## src/rtl/rau_pkg.sv

```systemverilog
// ----------------------------------------------------------------------------
// rau_pkg: shared types and constants of the rational arithmetic unit
// Word layouts, operation codes, field widths and the command and status
// bundles that join the controller to the datapath.
// ----------------------------------------------------------------------------
package rau_pkg;

  // Operand width of each fraction term
  localparam int OPERAND_WIDTH = 16;

  // Exact product and sum widths
  localparam int PROD_W  = 2 * OPERAND_WIDTH;
  localparam int MAG_W   = PROD_W + 1;
  localparam int SHIFT_W = $clog2(MAG_W + 1);
  localparam int CNT_W   = $clog2(MAG_W);

  // Result field widths
  localparam int NUM_W = 33;
  localparam int DEN_W = 31;

  // Operation codes
  localparam logic [1:0] OP_ADD = 2'd0;
  localparam logic [1:0] OP_SUB = 2'd1;
  localparam logic [1:0] OP_MUL = 2'd2;
  localparam logic [1:0] OP_DIV = 2'd3;

  // Multiplier step selects
  localparam logic [1:0] MSTEP_NUM  = 2'd0;
  localparam logic [1:0] MSTEP_TERM = 2'd1;
  localparam logic [1:0] MSTEP_DEN  = 2'd2;

  typedef struct packed {
    logic [1:0]                      operation;
    logic signed [OPERAND_WIDTH-1:0] a_num;
    logic signed [OPERAND_WIDTH-1:0] a_den;
    logic signed [OPERAND_WIDTH-1:0] b_num;
    logic signed [OPERAND_WIDTH-1:0] b_den;
  } rau_req_t;

  typedef struct packed {
    logic signed [NUM_W-1:0] result_num;
    logic [DEN_W-1:0]        result_den;
    logic                    error;
  } rau_rsp_t;

  // Controller to datapath
  typedef struct packed {
    logic       load;
    logic       mul;
    logic [1:0] mstep;
    logic       add;
    logic       gcd_init;
    logic       gcd_step;
    logic       gcd_shift;
    logic       div_step;
    logic       out_write;
  } rau_cmd_t;

  // Datapath to controller
  typedef struct packed {
    logic addsub;
    logic both_zero;
    logic gcd_done;
  } rau_sts_t;

endpackage

```

## src/rtl/rational_arithmetic_unit_top.sv

```systemverilog
// ----------------------------------------------------------------------------
// rational_arithmetic_unit_top: rational fraction arithmetic with reduction
//
//   channel   port                   word        direction
//   request   req_valid/req_ready    rau_req_t   into the block
//   response  rsp_valid/rsp_ready    rau_rsp_t   out of the block
//
// One word is in flight at a time. After the accept cycle a word passes the
// numerator and denominator multiplies (plus a cross-term multiply and a
// combine step for add and subtract), a GCD setup step, the binary GCD loop
// and its exit, a shift step, bit-serial division and a final write; zero over
// zero goes from the GCD loop to the write. The final write waits while the
// previous result is still held. The response register frees the engine, so
// a new word is taken while the previous result still waits. Reset is
// synchronous and clears only the controller; no clearing pass is needed.
// ----------------------------------------------------------------------------
module rational_arithmetic_unit_top import rau_pkg::*; (
  input  logic     clk,
  input  logic     rst,
  input  logic     req_valid,
  output logic     req_ready,
  input  rau_req_t req,
  output logic     rsp_valid,
  input  logic     rsp_ready,
  output rau_rsp_t rsp
);

  rau_cmd_t cmd;
  rau_sts_t sts;

  // Sequence the work
  rau_ctrl u_ctrl (
    .clk       (clk),
    .rst       (rst),
    .req_valid (req_valid),
    .req_ready (req_ready),
    .rsp_valid (rsp_valid),
    .rsp_ready (rsp_ready),
    .sts       (sts),
    .cmd       (cmd)
  );

  // Compute and reduce
  rau_dp u_dp (
    .clk (clk),
    .req (req),
    .cmd (cmd),
    .sts (sts),
    .rsp (rsp)
  );

endmodule

```

## src/rtl/rau_ctrl.sv

```systemverilog
// ----------------------------------------------------------------------------
// rau_ctrl: sequencer of the rational arithmetic unit
// Steps one word through multiply, combine, binary GCD and exact division,
// and owns both channel handshakes.
// ----------------------------------------------------------------------------
module rau_ctrl import rau_pkg::*; (
  input  logic     clk,
  input  logic     rst,
  input  logic     req_valid,
  output logic     req_ready,
  output logic     rsp_valid,
  input  logic     rsp_ready,
  input  rau_sts_t sts,
  output rau_cmd_t cmd
);

  localparam logic [3:0] S_IDLE   = 4'd0;
  localparam logic [3:0] S_MUL0   = 4'd1;
  localparam logic [3:0] S_MUL1   = 4'd2;
  localparam logic [3:0] S_MUL2   = 4'd3;
  localparam logic [3:0] S_ADD    = 4'd4;
  localparam logic [3:0] S_GINIT  = 4'd5;
  localparam logic [3:0] S_GCD    = 4'd6;
  localparam logic [3:0] S_GSHIFT = 4'd7;
  localparam logic [3:0] S_DIV    = 4'd8;
  localparam logic [3:0] S_FIN    = 4'd9;

  logic [3:0]       state;
  logic [3:0]       state_next;
  logic [CNT_W-1:0] cnt;
  logic             out_free;

  assign req_ready = (state == S_IDLE);
  assign out_free  = !rsp_valid || rsp_ready;

  // Next state and command strobes
  always_comb begin
    state_next = state;
    cmd        = '0;
    case (state)
      S_IDLE: begin
        if (req_valid) begin
          cmd.load   = 1'b1;
          state_next = S_MUL0;
        end
      end
      S_MUL0: begin
        cmd.mul    = 1'b1;
        cmd.mstep  = MSTEP_NUM;
        state_next = sts.addsub ? S_MUL1 : S_MUL2;
      end
      S_MUL1: begin
        cmd.mul    = 1'b1;
        cmd.mstep  = MSTEP_TERM;
        state_next = S_MUL2;
      end
      S_MUL2: begin
        cmd.mul    = 1'b1;
        cmd.mstep  = MSTEP_DEN;
        state_next = sts.addsub ? S_ADD : S_GINIT;
      end
      S_ADD: begin
        cmd.add    = 1'b1;
        state_next = S_GINIT;
      end
      S_GINIT: begin
        cmd.gcd_init = 1'b1;
        state_next   = S_GCD;
      end
      S_GCD: begin
        if (sts.both_zero) begin
          state_next = S_FIN;
        end else if (sts.gcd_done) begin
          state_next = S_GSHIFT;
        end else begin
          cmd.gcd_step = 1'b1;
        end
      end
      S_GSHIFT: begin
        cmd.gcd_shift = 1'b1;
        state_next    = S_DIV;
      end
      S_DIV: begin
        cmd.div_step = 1'b1;
        if (cnt == CNT_W'(MAG_W - 1)) begin
          state_next = S_FIN;
        end
      end
      S_FIN: begin
        if (out_free) begin
          cmd.out_write = 1'b1;
          state_next    = S_IDLE;
        end
      end
      default: begin
        state_next = S_IDLE;
      end
    endcase
  end

  // Advance state
  always_ff @(posedge clk) begin
    if (rst) begin
      state <= S_IDLE;
    end else begin
      state <= state_next;
    end
  end

  // Count division steps
  always_ff @(posedge clk) begin
    if (rst) begin
      cnt <= '0;
    end else if (state == S_DIV) begin
      cnt <= cnt + CNT_W'(1);
    end else begin
      cnt <= '0;
    end
  end

  // Hold the result word until taken
  always_ff @(posedge clk) begin
    if (rst) begin
      rsp_valid <= 1'b0;
    end else if (cmd.out_write) begin
      rsp_valid <= 1'b1;
    end else if (rsp_ready) begin
      rsp_valid <= 1'b0;
    end
  end

endmodule

```

## src/rtl/rau_dp.sv

```systemverilog
// ----------------------------------------------------------------------------
// rau_dp: datapath of the rational arithmetic unit
// Sign-magnitude operands, one shared multiplier, a magnitude adder, a binary
// GCD unit and two bit-serial dividers that reduce numerator and denominator.
// ----------------------------------------------------------------------------
module rau_dp import rau_pkg::*; (
  input  logic     clk,
  input  rau_req_t req,
  input  rau_cmd_t cmd,
  output rau_sts_t sts,
  output rau_rsp_t rsp
);

  localparam int W    = OPERAND_WIDTH;
  localparam int NX_W = (MAG_W > NUM_W) ? MAG_W : NUM_W;
  localparam int DX_W = (MAG_W > DEN_W) ? MAG_W : DEN_W;

  logic [1:0]         op;
  logic [W-1:0]       an_mag, ad_mag, bn_mag, bd_mag;
  logic               an_neg, ad_neg, bn_neg, bd_neg;
  logic [MAG_W-1:0]   num_mag;
  logic               num_neg;
  logic [PROD_W-1:0]  t_mag;
  logic               t_neg;
  logic [PROD_W-1:0]  den_mag;
  logic               den_neg;
  logic [MAG_W-1:0]   u, v, g;
  logic [SHIFT_W-1:0] k;
  logic [MAG_W-1:0]   rem_n, rem_d, quo_n, quo_d;

  logic [W-1:0]       mul_x, mul_y;
  logic               mul_sx, mul_sy;
  logic [PROD_W-1:0]  prod;
  logic               prod_neg;
  logic [MAG_W-1:0]   t_ext, sum_mag;
  logic               sum_neg;
  logic [MAG_W:0]     trial_n, trial_d;
  logic               take_n, take_d;
  logic [NX_W-1:0]    qn_x;
  logic [DX_W-1:0]    qd_x;
  logic [NUM_W-1:0]   qn_fit;
  logic               res_neg;

  // Capture operand magnitudes and signs
  always_ff @(posedge clk) begin
    if (cmd.load) begin
      op     <= req.operation;
      an_neg <= req.a_num[W-1];
      ad_neg <= req.a_den[W-1];
      bn_neg <= req.b_num[W-1];
      bd_neg <= req.b_den[W-1];
      an_mag <= req.a_num[W-1] ? W'(-req.a_num) : W'(req.a_num);
      ad_mag <= req.a_den[W-1] ? W'(-req.a_den) : W'(req.a_den);
      bn_mag <= req.b_num[W-1] ? W'(-req.b_num) : W'(req.b_num);
      bd_mag <= req.b_den[W-1] ? W'(-req.b_den) : W'(req.b_den);
    end
  end

  assign sts.addsub = (op == OP_ADD) || (op == OP_SUB);

  // Select multiplier operands for each step
  always_comb begin
    case (cmd.mstep)
      MSTEP_NUM: begin
        mul_x  = an_mag;
        mul_sx = an_neg;
        mul_y  = (op == OP_MUL) ? bn_mag : bd_mag;
        mul_sy = (op == OP_MUL) ? bn_neg : bd_neg;
      end
      MSTEP_TERM: begin
        mul_x  = bn_mag;
        mul_sx = bn_neg;
        mul_y  = ad_mag;
        mul_sy = ad_neg;
      end
      default: begin
        mul_x  = ad_mag;
        mul_sx = ad_neg;
        mul_y  = (op == OP_DIV) ? bn_mag : bd_mag;
        mul_sy = (op == OP_DIV) ? bn_neg : bd_neg;
      end
    endcase
    prod     = PROD_W'(mul_x) * PROD_W'(mul_y);
    prod_neg = (prod != '0) && (mul_sx != mul_sy);
  end

  // Combine the two cross terms in sign-magnitude form
  always_comb begin
    t_ext = MAG_W'(t_mag);
    if (num_neg == t_neg) begin
      sum_mag = num_mag + t_ext;
      sum_neg = num_neg;
    end else if (num_mag >= t_ext) begin
      sum_mag = num_mag - t_ext;
      sum_neg = num_neg;
    end else begin
      sum_mag = t_ext - num_mag;
      sum_neg = t_neg;
    end
    if (sum_mag == '0) begin
      sum_neg = 1'b0;
    end
  end

  // Hold raw numerator and denominator
  always_ff @(posedge clk) begin
    if (cmd.mul) begin
      case (cmd.mstep)
        MSTEP_NUM: begin
          num_mag <= MAG_W'(prod);
          num_neg <= prod_neg;
        end
        MSTEP_TERM: begin
          t_mag <= prod;
          t_neg <= (op == OP_SUB) ? (prod_neg ^ (prod != '0)) : prod_neg;
        end
        default: begin
          den_mag <= prod;
          den_neg <= prod_neg;
        end
      endcase
    end else if (cmd.add) begin
      num_mag <= sum_mag;
      num_neg <= sum_neg;
    end
  end

  assign sts.both_zero = (num_mag == '0) && (den_mag == '0);
  assign sts.gcd_done  = (u == '0) || (v == '0);

  // Binary GCD: one reduction per cycle, common factors of two counted in k
  always_ff @(posedge clk) begin
    if (cmd.gcd_init) begin
      u <= num_mag;
      v <= MAG_W'(den_mag);
      k <= '0;
    end else if (cmd.gcd_step) begin
      if (!u[0] && !v[0]) begin
        u <= u >> 1;
        v <= v >> 1;
        k <= k + SHIFT_W'(1);
      end else if (!u[0]) begin
        u <= u >> 1;
      end else if (!v[0]) begin
        v <= v >> 1;
      end else if (u >= v) begin
        u <= (u - v) >> 1;
      end else begin
        v <= (v - u) >> 1;
      end
    end
  end

  // Restore the factors of two into the divisor
  always_ff @(posedge clk) begin
    if (cmd.gcd_shift) begin
      g <= (u | v) << k;
    end
  end

  // Restoring division of both magnitudes by the GCD, one bit per cycle
  assign trial_n = {rem_n, quo_n[MAG_W-1]};
  assign trial_d = {rem_d, quo_d[MAG_W-1]};
  assign take_n  = (trial_n >= {1'b0, g});
  assign take_d  = (trial_d >= {1'b0, g});

  always_ff @(posedge clk) begin
    if (cmd.gcd_shift) begin
      rem_n <= '0;
      rem_d <= '0;
      quo_n <= num_mag;
      quo_d <= MAG_W'(den_mag);
    end else if (cmd.div_step) begin
      rem_n <= take_n ? MAG_W'(trial_n - {1'b0, g}) : MAG_W'(trial_n);
      rem_d <= take_d ? MAG_W'(trial_d - {1'b0, g}) : MAG_W'(trial_d);
      quo_n <= {quo_n[MAG_W-2:0], take_n};
      quo_d <= {quo_d[MAG_W-2:0], take_d};
    end
  end

  // Fit quotients to the result fields and apply the sign
  assign qn_x    = NX_W'(quo_n);
  assign qd_x    = DX_W'(quo_d);
  assign qn_fit  = qn_x[NUM_W-1:0];
  assign res_neg = (num_neg != den_neg) && (num_mag != '0) && (den_mag != '0);

  always_ff @(posedge clk) begin
    if (cmd.out_write) begin
      if (sts.both_zero) begin
        rsp.result_num <= '0;
        rsp.result_den <= '0;
        rsp.error      <= 1'b1;
      end else begin
        rsp.result_num <= res_neg ? -qn_fit : qn_fit;
        rsp.result_den <= qd_x[DEN_W-1:0];
        rsp.error      <= 1'b0;
      end
    end
  end

endmodule

```

## config.mk

```make
export PLATFORM = sky130hd
export DESIGN_NAME = rational_arithmetic_unit_top
export DESIGN_NICKNAME = d
export VERILOG_FILES = /design/src/rtl/rau_pkg.sv /design/src/rtl/rational_arithmetic_unit_top.sv /design/src/rtl/rau_ctrl.sv /design/src/rtl/rau_dp.sv
export SDC_FILE = /design/constraint.sdc
export NUM_CORES = 2
export LEC_CHECK = 0
export BUFFER_PORTS_ARGS = -buffer_cell sky130_fd_sc_hd__buf_4
export CORE_MARGIN = 2
export CORE_UTILIZATION = 59
export CTS_BUF_LIST = sky130_fd_sc_hd__clkbuf_8
export DETAILED_ROUTE_END_ITERATION = 8
export PLACE_DENSITY = 0.79
export SKIP_LAST_GASP = 1
export SLEW_MARGIN = 20
export SYNTH_ARGS = -nofsm -noshare
export SYNTH_HDL_FRONTEND = slang
export SYNTH_HIERARCHICAL = 1
export SYNTH_SLANG_ARGS = --single-unit
```

## constraint.sdc

```tcl
create_clock -name clk -period 10 [get_ports clk]
set_clock_uncertainty 0.1 [all_clocks]
set_input_delay 2.5 -clock clk [delete_from_list [all_inputs] [get_ports clk]]
set_output_delay 2.5 -clock clk [all_outputs]
set_load 0.02 [all_outputs]
```

# Yosys cells after proc, flatten, opt, wreduce, memory -nomap -nowiden
# Index checks and enable logic that the tools add are counted.
# op_classes
reduce_logical	40
n_bitwise	4
div	0
muxes	66
n_shift	1
mul	1
n_addsub	14
n_eq_ne	28
magnitude_cmp	4
# op_table
op	count
2-to-1 mux 33 bit	20
zero test 33 bit	4
subtractor 33 bit	4
2-to-1 mux 32 bit	4
greater-or-equal comparator 34 x 33 -> 1 bit	2
negation 16 bit	4
one-hot mux 16 bit (2 select lines)	2
nonzero test 32 bit	2
2-to-1 mux 15 bit	4
one-hot mux 4 bit (10 select lines)	1
adder 33 x 32 -> 33 bit	1
greater-or-equal comparator 33 x 32 -> 1 bit	1
greater-or-equal comparator 33 bit	1
negation 33 bit	1
OR 33 bit	1
nonzero test 33 bit	1
<< shifter 33 x 6 -> 33 bit	1
subtractor 32 x 33 -> 33 bit	1
subtractor 33 x 32 -> 33 bit	1
zero test 32 bit	1
multiplier 16 x 16 -> 32 bit	1
2-to-1 mux 16 bit	2
2-to-1 mux 1 bit	25
2-to-1 mux 4 bit	5
other kinds (29)	68
# word_totals
regBits	483
latchBits	0
output_inout_bits	67
in_bits	70
ram_bits	0
mem_bits_ro	0
memories	0

# Depth between registers and ports, before layout
# depth
word_depth	9
depth_mapped	34
ltp_nobuf	31

# Modules after synthesis
# Netlist, hierarchy kept.
# modules_own_cells
mod	area_each_um2	instances	cells_per_inst	seq_area_each_um2
rau_dp	43655.6	1	4824	13412.9
rau_ctrl	615.6	1	72	220.2

# Least setup slack after synthesis
# Ideal clock, no wire load.
# synth_timing
kind	register to register
startpoint	reg u_ctrl.state[2]
endpoint	reg u_dp.num_neg (data pin)
synth_period_minus_slack_ns	8.664
required_ns	9.644
path_slack_ns	1.336
arrival_ns	8.308
path_stages_with_launch	33
cell_sequence	dfxtp_1 -> buf_2 -> nor3_1 -> clkbuf_1 -> clkbuf_1 -> clkbuf_1 -> a21oi_1 -> mux2i_1 -> clkbuf_1 -> nand2_1 -> fa_1 -> fa_1 -> inv_1 -> fa_1 -> fa_1 -> fa_1 -> inv_1 -> fa_1 -> inv_1 -> ha_1 -> a21o_1 -> a21o_1 -> a2111oi_0 -> a2bb2oi_1 -> a21oi_1 -> o21ai_0 -> a21oi_1 -> xor2_1 -> nor4_1 -> nand4_1 -> nor4_1 -> nor2_1 -> a22o_1
# synth_rtl
element	line	rtl
start, declared	rau_ctrl.sv:28	logic [3:0] state;
start signal, assigned	rau_ctrl.sv:106	state <= state_next;
end signal, assigned	rau_dp.sv:111	num_neg <= prod_neg;
end signal, assigned	rau_dp.sv:124	num_neg <= sum_neg;
end, declared	rau_dp.sv:22	logic num_neg;

==> results by group <==
Floorplanning
  – Floorplan core area: 74300 um2
  – Die outline width: 278 um
  – Number of top-level pins: 137
  – Floorplan row count: 100
  – Die area: 77200 um2
  – Initial Util: 0.596
  – Die height: 278 um

CTS
  – Clock tree from TritonCTS: yes
  – Worst-path clk slew: 60 ps
  – Skew-Pair Late Insertion Delay: 720 ps
  – Number of CTS-inserted buffers: 79
  – CTS hold repair buffers: 0
  – Clock tree sinks: 482
  – Buffer depth of the longest clock path: 3
  – Number of instances resized during post-cts repair: 0
  – Post-CTS Setup Bufs: 0
  – Level count of the clock H-tree: 3
  – Cell at the root of the clock tree: sky130_fd_sc_hd__clkbuf_8

GRT
  – Pin count of the biggest net entering global routing: 83
  – Antenna violations before repair: 5
  – First-pass GRT wire length: 206000 um
  – Total gr overflow: 0
  – Number of global-route vias before repair: 36100
  – Overall fraction of global-route tracks in use: 0.341

Detailed routing
  – Count of vias placed by the detailed router: 38300
  – Number of nets with antenna violations after routing: 0
  – Aggregate routed wire length: 134000 um
  – Number of vias per cell: 6.39
  – Per-cell routed wire length: 22.4 um
  – First-pass DRT Iterations: 8
  – Number of DRC markers in iteration 0: 4215
  – Count of unresolved DRC violations after routing: 0

STA
  – Worst hold margin: 375 ps
  – Final critical delay including setup and external delays: 9250 ps
  – Portion of the clock cycle consumed by the worst path in the final layout: 0.925
  – Actual transition at the worst max-transition pin: 1160 ps
  – Final max-slew violation count: 0
  – Final hold vios: 0
  – RSZ-0062 raised after global routing: false
  – Worst setup margin: 753 ps
  – Remaining max-slew budget at the tightest pin: 0.222
  – Timing-limited maximum frequency: 0.108 GHz
  – Final-report setup violation count: 0
  – Final TNS setup: 0 ps

Synth
  – Synthesis-stage register bit count: 482
  – Main synth FF type: sky130_fd_sc_hd__edfxtp_1
  – Total standard cell area after synthesis: 44300 um2
  – Share of synthesized registers carrying an async set or reset: 0
  – Sequential share of the synthesized area: 0.308
  – Share of the synthesized area in compound gates (AO/OA/AOI/OAI): 0.175
  – Number of warnings issued by yosys: 6
  – Main combinational cell family by area after synthesis: adder cells
  – Number of synthesized flops with an enable pin: 398
  – Synthesized Nets: 5538
  – Adder-cell share of the synthesized area: 0.196
  – Count of unique library cells instantiated by Yosys: 110
  – Multiplexer fraction of the synthesized cell area: 0.0507
  – Area fraction in and, or, nand and nor cells after synthesis: 0.155
  – Post-Synthesis Mean Instance Area: 9.04 um2
  – Post-synthesis xor/xnor area fraction: 0.0491
  – Syn Inst Count: 4896

Cells and area
  – Most frequent cells in the layout: sky130_fd_sc_hd__inv_1, sky130_fd_sc_hd__nor2_1, sky130_fd_sc_hd__nand2_1
  – Signed area change from the synthesized netlist to the final layout: 8.10%
  – Share of post-route cells with drive strength above 1: 0.0986
  – Number of nets in the layout: 5598
  – Most common library cell in the layout ignoring fill and taps: sky130_fd_sc_hd__inv_1
  – Core occupancy in the finished layout: 0.644

Critical path
  – Startpoint types: flop
  – Nature of the critical path endpoint: flop
  – Largest incremental delay on the critical path: 580 ps
  – Required time worst endpoint: 10340 ps
  – Cell with the largest stage delay on the worst path: sky130_fd_sc_hd__fa_1
  – Critical Path Most Common Cell: sky130_fd_sc_hd__fa_1
  – Arrival time at the worst endpoint: 9590 ps
  – Setup CP Type: reg -> reg
  – Biggest fanout along the worst timing path: 34

Run
  – Number of maximum-capacitance constraint violations: 0

Place
  – Port Buf Inserts: 136
  – Post-detailed-placement half-perimeter wirelength: 104000 um
  – Routability cong.: 1.03
  – Worst slack, placed: 628 ps

Min path
  – Class of the most critical hold timing path: reg -> reg

Outcome
  – Status: completed
-- cell families (layout without fill, tap and decap cells) --
group	after synthesis	in the layout
DFF	482	482
muxes	205	205
and+or+nand+nor	1446	1446
xor gates and xnor gates	248	248
adders and majority gates	572	572
other	0	1
AOI/OAI and AO/OA	1187	1187
buffers and inverters	756	879
-- area by class of cell --
type / count / area (um2)
multi-input combinational: 3658 / 27800
fill: 6223 / 26500
sequential: 482 / 13600
inverter: 532 / 2000
timing repair buffer: 203 / 1550
tap: 969 / 1210
clock buffer: 82 / 1130
clock inverter: 62 / 536
antenna: 1 / 2.50
-- through the flow --
step / instance area (um2) / cells
2_1_floorplan: 44300 / 4896
3_3_place_gp: 46200 / 5844
3_5_place_dp: 46200 / 5844
4_1_cts: 47800 / 5988
5_1_grt: 47900 / 5989
6_report: 47900 / 5989
-- routing by layer --
metal  GRT usage  up-vias  share of wire
li1            -    17400              -
met1       0.463    18500           0.40
met2       0.533     2029           0.45
met3      0.0632      359          0.098
met4       0.148        6          0.047
met5     0.00563        -        0.00063
-- state kept, by name, summed over array words and instances (netlist names), 32 cells and up --
register	flops
u_dp/t_mag	32
u_dp/rsp	65
u_dp/v	32
u_dp/qn_fit	33
u_dp/rem_n	33
u_dp/g	33
u_dp/qd_x	33
u_dp/den_mag	32
u_dp/rem_d	33
u_dp/u	33
u_dp/num_mag	33
-- synth_stat cells (42+ instances only) --
| library cell | instances | share of area |
|---|---|---|
| sky130_fd_sc_hd__nand3_1 | 56 | 0.0063 |
| sky130_fd_sc_hd__mux2_2 | 90 | 0.023 |
| sky130_fd_sc_hd__nor3_1 | 86 | 0.0097 |
| sky130_fd_sc_hd__dfxtp_1 | 84 | 0.038 |
| sky130_fd_sc_hd__a221oi_1 | 52 | 0.010 |
| sky130_fd_sc_hd__nand2b_1 | 51 | 0.0072 |
| sky130_fd_sc_hd__clkbuf_1 | 167 | 0.014 |
| sky130_fd_sc_hd__o21bai_1 | 46 | 0.0078 |
| sky130_fd_sc_hd__and2_1 | 75 | 0.011 |
| sky130_fd_sc_hd__a21o_1 | 75 | 0.013 |
| sky130_fd_sc_hd__a211oi_1 | 77 | 0.013 |
| sky130_fd_sc_hd__o31ai_1 | 42 | 0.0071 |
| sky130_fd_sc_hd__o21ai_0 | 214 | 0.024 |
| sky130_fd_sc_hd__fa_1 | 201 | 0.091 |
| sky130_fd_sc_hd__edfxtp_1 | 398 | 0.27 |
| sky130_fd_sc_hd__mux2i_1 | 107 | 0.024 |
| sky130_fd_sc_hd__xnor2_1 | 197 | 0.039 |
| sky130_fd_sc_hd__nor4_1 | 76 | 0.011 |
| sky130_fd_sc_hd__inv_1 | 522 | 0.044 |
| sky130_fd_sc_hd__nor2_1 | 449 | 0.038 |
| sky130_fd_sc_hd__a21oi_1 | 386 | 0.044 |
| sky130_fd_sc_hd__or3_1 | 53 | 0.0075 |
| sky130_fd_sc_hd__xor2_1 | 51 | 0.010 |
| sky130_fd_sc_hd__ha_1 | 371 | 0.10 |
| sky130_fd_sc_hd__nor2b_1 | 52 | 0.0073 |
| sky130_fd_sc_hd__nand2_1 | 415 | 0.035 |
-- critical path: cells and delay by family (launching register included) --
family	cells	cell delay (ps)
fa+ha+maj	7	3270
compound gates	11	2980
simple gates	5	1340
flops	1	570
buf+inv	4	410
xor+xnor	1	190
mux	1	120
-- worst paths after layout --
| path | to | from | slack (ps) | depth (start not counted) |
|---|---|---|---|---|
| max | u_dp/num_neg$_DFFE_PP_ | u_ctrl/state[1]$_SDFFE_PP0P_ | 750 | 29 |
| min | u_ctrl/cnt[0]$_SDFF_PP0_ | u_ctrl/cnt[0]$_SDFF_PP0_ | 380 | 1 |
| max reg2reg | u_dp/num_neg$_DFFE_PP_ | u_ctrl/state[1]$_SDFFE_PP0P_ | 750 | 29 |
| min reg2reg | u_ctrl/cnt[0]$_SDFF_PP0_ | u_ctrl/cnt[0]$_SDFF_PP0_ | 380 | 1 |
Power is not shown: default switching activity piles up to over one toggle a cycle in this logic, so the estimate is an artifact.
